--- src/sv/ismx_ram.sv ---
// Generic single-port write, single-port read RAM with registered read data.
// No dependencies.
module ismx_ram #(
    parameter int Width = 8,
    parameter int Depth = 64
) (
    input  logic                     clk,
    input  logic                     we,
    input  logic [$clog2(Depth)-1:0] waddr,
    input  logic [Width-1:0]         wdata,
    input  logic [$clog2(Depth)-1:0] raddr,
    output logic [Width-1:0]         rdata
);

    logic [Width-1:0] mem_reg [Depth];

    // Write port and registered read port.
    always_ff @(posedge clk)
    begin
        if (we)
        begin
            mem_reg[waddr] <= wdata;
        end
        rdata <= mem_reg[raddr];
    end

endmodule

--- config.mk ---
export PLATFORM = sky130hd
export DESIGN_NAME = ismx_ram
export DESIGN_NICKNAME = d
export VERILOG_FILES = /design/src/sv/ismx_ram.sv
export SDC_FILE = /design/constraint.sdc
export NUM_CORES = 1
export LEC_CHECK = 0
export BUFFER_PORTS_ARGS = -buffer_cell sky130_fd_sc_hd__buf_4
export CORE_MARGIN = 4
export CORE_UTILIZATION = 55
export DETAILED_ROUTE_END_ITERATION = 12
export PLACE_DENSITY_LB_ADDON = 0.3
export SYNTH_ARGS = -nofsm -noshare
export SYNTH_HDL_FRONTEND = slang
export SYNTH_SLANG_ARGS = --single-unit
export TNS_END_PERCENT = 30
--- constraint.sdc ---
create_clock -name clk -period 2.3 [get_ports clk]
set_input_delay 0.115 -clock clk [delete_from_list [all_inputs] [get_ports clk]]
set_output_delay 0.115 -clock clk [all_outputs]
set_load 0.02 [all_outputs]
==> results.yml, run 1 <==
cts:
  cts_sinks: 520
  root_buffer: "clkbuf_16"
  cts_buffers: 51
  tritoncts: "yes"
  cts_max_path_buffers: 3
  ctsResizeCount: 0
  clk_latency_ps: 560
  clkTransAtPathRegs_ps: 60
  cts_max_level: 2
logic_synthesis:
  synth-edff-count: 512
  syn_area_mm2: 0.02017
  syn_area_per_cell_um2: 21.45
  ys_types: 40
  ys_seq_elements: 520
  async_flop_share: 0
  yosysWarnings: 0
  synth_nets: 962
  ys_seq_area_frac: 0.7703
  synth_cells: 940
  synth_ff_type: "edfxtp_1"
grt:
  grt_max_degree: 65
  grt.total_usage: 0.2256
  overflow: 0
  grt_first_pass_wirelength_um: 65960
  antenna_found_initial: 0
  grt_pass1_vias: 10260
min_path:
  hold_start: "wdata[0]"
  hold_depth: 1
  min_path_type: "input port to flop"
  whs_endpoint: "mem_reg[18][0]"
layout:
  largest_register_ffs: 512
  diodes: 0
  layout_commonest_cell: "edfxtp_1"
  nNetsFinal: 1101
  layout_common_cells: "edfxtp_1, mux4_2, buf_4, nor2_1, clkbuf_16"
  area_growth_pct: 15.01
  drive_gt1_frac: 0.3161
  final_util: 0.6474
  final_area_mm2: 0.02319
placement:
  hpwl_um: 27200
  gp_congestion: 0.8396
  io_buffer_count: 29
  post_dp_cell_area_mm2: 0.02157
  pre_cts_ws_ps: 131.6
timing:
  setup_tns_ps: 0
  fmax_mhz: 491.5
  setup_viol: 0
  period_needed_ps: 2034
  report.final.slew_viol_count: 0
  setup_slack_ps: 265.5
  rsz0062_at_grt: "false"
  hold_viol_final: 0
  relSlewSlack: 0.5187
  period_share: 0.8846
  worstMarginPinSlew_ps: 721.9
  finClkSkew_ps: 13.45
critical_path:
  crit_arrival_ps: 2470
  crit_fanout: 1
  cp_data_required_time_ps: 2740
  cp_slowest_cell: "mux4_2"
  start_kind: "flop"
  crit_buf_inv: 1
  regToRegStartpoint: "mem_reg[21][6]"
  critical-path-top-delay-family: "multiplexers"
  slowest_delay_ps: 520
  setup.worst_path.end_class: "flop"
  cp_cell_sequence: "mux4_2 > mux2_2 > o221a_2 > nor3_1 > buf_4 > o32ai_1"
  r2r-end: "rdata[6]"
  rr_worst_depth: 6
  ff2ff_setup_slack_ps: 270
  criticalPathCategory: "flop to flop"
routing:
  first_iter_violations: 1209
  drc: 0
  dr_total_vias: 9993
  ant_nets: 0
  via_per_inst: 6.321
  dr.pass1.iters: 7
  wire_per_inst_um: 27.57
  routed_wl_um: 43580
pwr:
  combPwrFrac: 0.054
  power-per-cell-area_mw_per_mm2: 843.2
  p_int_w: 0.01555
  p_sw_w: 0.004010
  vdd_ir_drop_max_uv: 769.7
  leakage_nw: 7.501
  p_seq_frac: 0.538
  p_clk_frac: 0.408
  switching_share: 0.2050
die:
  dieArea_mm2: 0.03979
  ios: 30
  fp.dieH_um: 199.5
  row_count: 69
  start_util: 0.5629
  dieWidth_um: 199.5
  core_area_mm2: 0.03583
outcome:
  outcome: "finished, final reports clean"
flow_run:
  max_cap_violations: 0
-- power groups by stage --
stage | Combinational, W | Clock [W] | Sequential, W
2_1_floorplan | 0.000559 | 0 | 0.0107
3_3_place_gp | 0.00103 | 0 | 0.0107
3_5_place_dp | 0.00105 | 0 | 0.0107
4_1_cts | 0.00105 | 0.00812 | 0.0105
5_1_grt | 0.00111 | 0.00855 | 0.0105
6_report | 0.00105 | 0.00799 | 0.0105
-- how the worst max path moves through the flow --
stage	start	to	slack, ps	cells past startpoint
global placement	raddr[0]	rdata[7]	150	7
floorplan	raddr[1]	rdata[3]	520	7
CTS	mem_reg[21][6]	rdata[6]	270	6
finish	mem_reg[21][6]	rdata[6]	270	6
global route	mem_reg[20][6]	rdata[6]	190	6
detailed placement	raddr[0]	rdata[7]	130	6
-- area by class of cell --
type | count | area (um2)
Clock buffer | 66 | 1405
Tap cell | 461 | 576.8
Fill cell | 2322 | 12630
Timing Repair Buffer | 137 | 1150
Clock inverter | 28 | 212.7
Multi-Input combinational cell | 369 | 4315
Sequential cell | 520 | 15530
-- kinds of logic (layout without fill, tap and decap cells) --
group                  after synthesis  in the layout  synth area share
multiplexers                       162            162            0.1594
AO/OA/AOI/OAI                       54             54           0.02072
flip-flops                         520            520            0.7703
AND/OR/NAND/NOR                    153            153           0.03387
buffers and inverters               51            231           0.01570
-- metrics by stage --
step	total power, W	hold WS, ps	cells
after floorplan	0.01129	213.9	940
after global placement	0.01175	481.5	1486
after detailed placement	0.01177	473.5	1486
after CTS	0.01970	98.61	1581
after global routing	0.02019	128.1	1581
final	0.01956	115.7	1581
-- layer usage --
metal	part of all wire	vias up	track usage
met3	0.082	83	0.04080
met2	0.49	478	0.3536
met1	0.41	5234	0.3364
li1	-	4198	-
met5	0	-	0
met4	0.023	0	0.05987
-- cell usage after synthesis, types with 6 or more instances --
master    count  area, um2
mux2i_1      23      230.2
nand2_1      19      71.32
mux2_2       13      146.4
nand3_1      13      65.06
buf_2        11      55.05
nand2b_1      7      43.79
mux4_2      126       2838
edfxtp_1    512      15370
clkbuf_1     17      63.81
dfxtp_1       8      160.2
nor2b_1      14      87.58
buf_4        13      97.59
nor3_1        7      35.03
o221ai_1      8      70.07
nor2_1       83      311.6
a221oi_1      6      52.55
o22ai_1       8      50.05
-- timing repair --
action | 4_1_cts | 5_1_grt
hold buffers | 1 | 0
hold endpoints to repair | 7 | 0
buffers inserted | 0 | 0
setup endpoints to repair | 0 | 0
No activity file was read; power rests on OpenSTA's default activity.
==> run 2: changes to the inputs <==
- CTS_CLUSTER_SIZE: default -> 20
- TNS_END_PERCENT: 30 -> 50
- clock period: 2.3 -> 2.4 ns (I/O delays scaled with it)
==> run 2 against run 1 <==
  * Non-clock buffer count up 4
  * Via count down 0.40%
  * Register-to-register slack worse by 20 ps
  * Maximum frequency down 5.7%
  * Global-route usage up 0.39 points
  * Die area unchanged
  * Final area down 0.19%
  * Clock power down 4.4%
==> results.yml, run 2 (same netlist as run 1, synthesis figures left out) <==
placement:
  hpwl_um: 28160
  place_inst: 1490
  post_dp_cell_area_mm2: 0.02155
  io_buffer_count: 29
  gp_congestion: 0.8438
  pre_cts_ws_ps: 51.45
cts:
  cts_max_path_buffers: 3
  cts_buffers: 50
  clk_latency_ps: 580
  tritoncts: "yes"
  clkTransAtPathRegs_ps: 60
  ctsResizeCount: 0
  root_buffer: "clkbuf_16"
  cts_sinks: 520
  cts_max_level: 2
timing:
  worstMarginPinSlew_ps: 742.2
  setup_slack_ps: 243.7
  period_needed_ps: 2156
  relSlewSlack: 0.5006
  setup_viol: 0
  finClkSkew_ps: 11.02
  report.final.slew_viol_count: 0
  fmax_mhz: 463.7
  hold_ws_ps: 79.34
  hold_viol_final: 0
  rsz0062_at_grt: "false"
  setup_tns_ps: 0
  period_share: 0.8985
die:
  core_area_mm2: 0.03583
  dieArea_mm2: 0.03979
  row_count: 69
  fp.dieH_um: 199.5
  ios: 30
  start_util: 0.5629
  dieWidth_um: 199.5
routing:
  drc: 0
  ant_nets: 0
  routed_wl_um: 44170
  wire_per_inst_um: 28.01
  dr.pass1.iters: 5
  via_per_inst: 6.311
  first_iter_violations: 1138
  dr_total_vias: 9953
layout:
  drive_gt1_frac: 0.3109
  final_area_mm2: 0.02315
  fin_cells: 1577
  nNetsFinal: 1104
  area_growth_pct: 14.80
  layout_common_cells: "edfxtp_1, buf_4, mux4_2, nor2_1, clkbuf_16"
  fillers: 2328
  largest_register_ffs: 512
  diodes: 0
  layout_commonest_cell: "edfxtp_1"
min_path:
  hold_depth: 3
  min_path_type: "input port to flop"
  hold_start: "waddr[2]"
  whs_endpoint: "mem_reg[55][5]"
critical_path:
  setup.worst_path.end_class: "flop"
  crit_buf_inv: 1
  criticalPathCategory: "flop to flop"
  crit_arrival_ps: 2610
  regToRegStartpoint: "mem_reg[21][6]"
  critical-path-top-delay-family: "multiplexers"
  cp_cell_sequence: "mux4_2 > mux2_2 > o221a_2 > nor3_1 > buf_4 > o32ai_1"
  cp_data_required_time_ps: 2850
  slowest_delay_ps: 470
  start_kind: "flop"
  cp_slowest_cell: "mux4_2"
  rr_worst_depth: 6
  crit_fanout: 1
  ff2ff_setup_slack_ps: 240
  r2r-end: "rdata[6]"
pwr:
  combPwrFrac: 0.054
  p_seq_frac: 0.539
  power-per-cell-area_mw_per_mm2: 809.1
  p_sw_w: 0.003758
  switching_share: 0.2006
  p_clk_frac: 0.408
  leakage_nw: 7.472
  vdd_ir_drop_max_uv: 722.1
  p_int_w: 0.01497
grt:
  grt_first_pass_wirelength_um: 66240
  antenna_found_initial: 1
  grt_pass1_vias: 10210
  grt.total_usage: 0.2295
  overflow: 0
  grt_max_degree: 65
flow_run:
  max_cap_violations: 0
outcome:
  outcome: "finished, final reports clean"
run 2: per-stage QoR:
step	utilization	total power (W)
6_report	0.6462	0.01873
5_1_grt	0.6462	0.01935
4_1_cts	0.6462	0.01886
3_5_place_dp	0.6014	0.01129
3_3_place_gp	0.6014	0.01126
2_1_floorplan	-	0.01082
run 2: how the worst max path moves through the flow:
stage | from | to | slack, ps | cells after the start
final | mem_reg[21][6] | rdata[6] | 240 | 6
after detailed placement | raddr[0] | rdata[5] | 50 | 7
after global routing | mem_reg[16][6] | rdata[6] | 120 | 6
after global placement | raddr[0] | rdata[7] | 110 | 6
after floorplan | raddr[1] | rdata[3] | 610 | 7
after CTS | mem_reg[16][6] | rdata[6] | 290 | 6
run 2: timing repair:
item | 4_1_cts | 5_1_grt
endpoints found under the hold margin | 7 | 0
hold buffers | 1 | 0
endpoints found under the setup margin | 0 | 0
setup buffers | 0 | 0
run 2: power by group through the flow:
| stage | Sequential (W) | Clock (W) | Combinational (W) |
|---|---|---|---|
| floorplan | 0.0103 | 0 | 0.000536 |
| global placement | 0.0103 | 0 | 0.000987 |
| detailed placement | 0.0103 | 0 | 0.00101 |
| CTS | 0.0101 | 0.00777 | 0.00101 |
| global route | 0.0101 | 0.00819 | 0.00107 |
| finish | 0.0101 | 0.00764 | 0.00100 |
run 2: area by class of cell:
class | count | area (um2) | share of cell area
clock buffer | 62 | 1360 | 0.05875
sequential | 520 | 15530 | 0.6710
tap | 461 | 576.8 | 0.02491
multi-input combinational | 369 | 4315 | 0.1864
timing repair buffer | 141 | 1130 | 0.04880
clock inverter | 24 | 234.0 | 0.01011
run 2: worst min-delay path, cell delays in order:
cell and delay (ps):
buf_4 160, nand2_1 90, nor2_1 90
run 2: metal layers:
layer | up-vias | GRT usage | routed length, um
met1 | 5201 | 0.3310 | 17550
li1 | 4211 | - | -
met4 | 2 | 0.06994 | 1233
met3 | 83 | 0.05901 | 4020
met5 | - | 0 | 7
met2 | 456 | 0.3541 | 21360
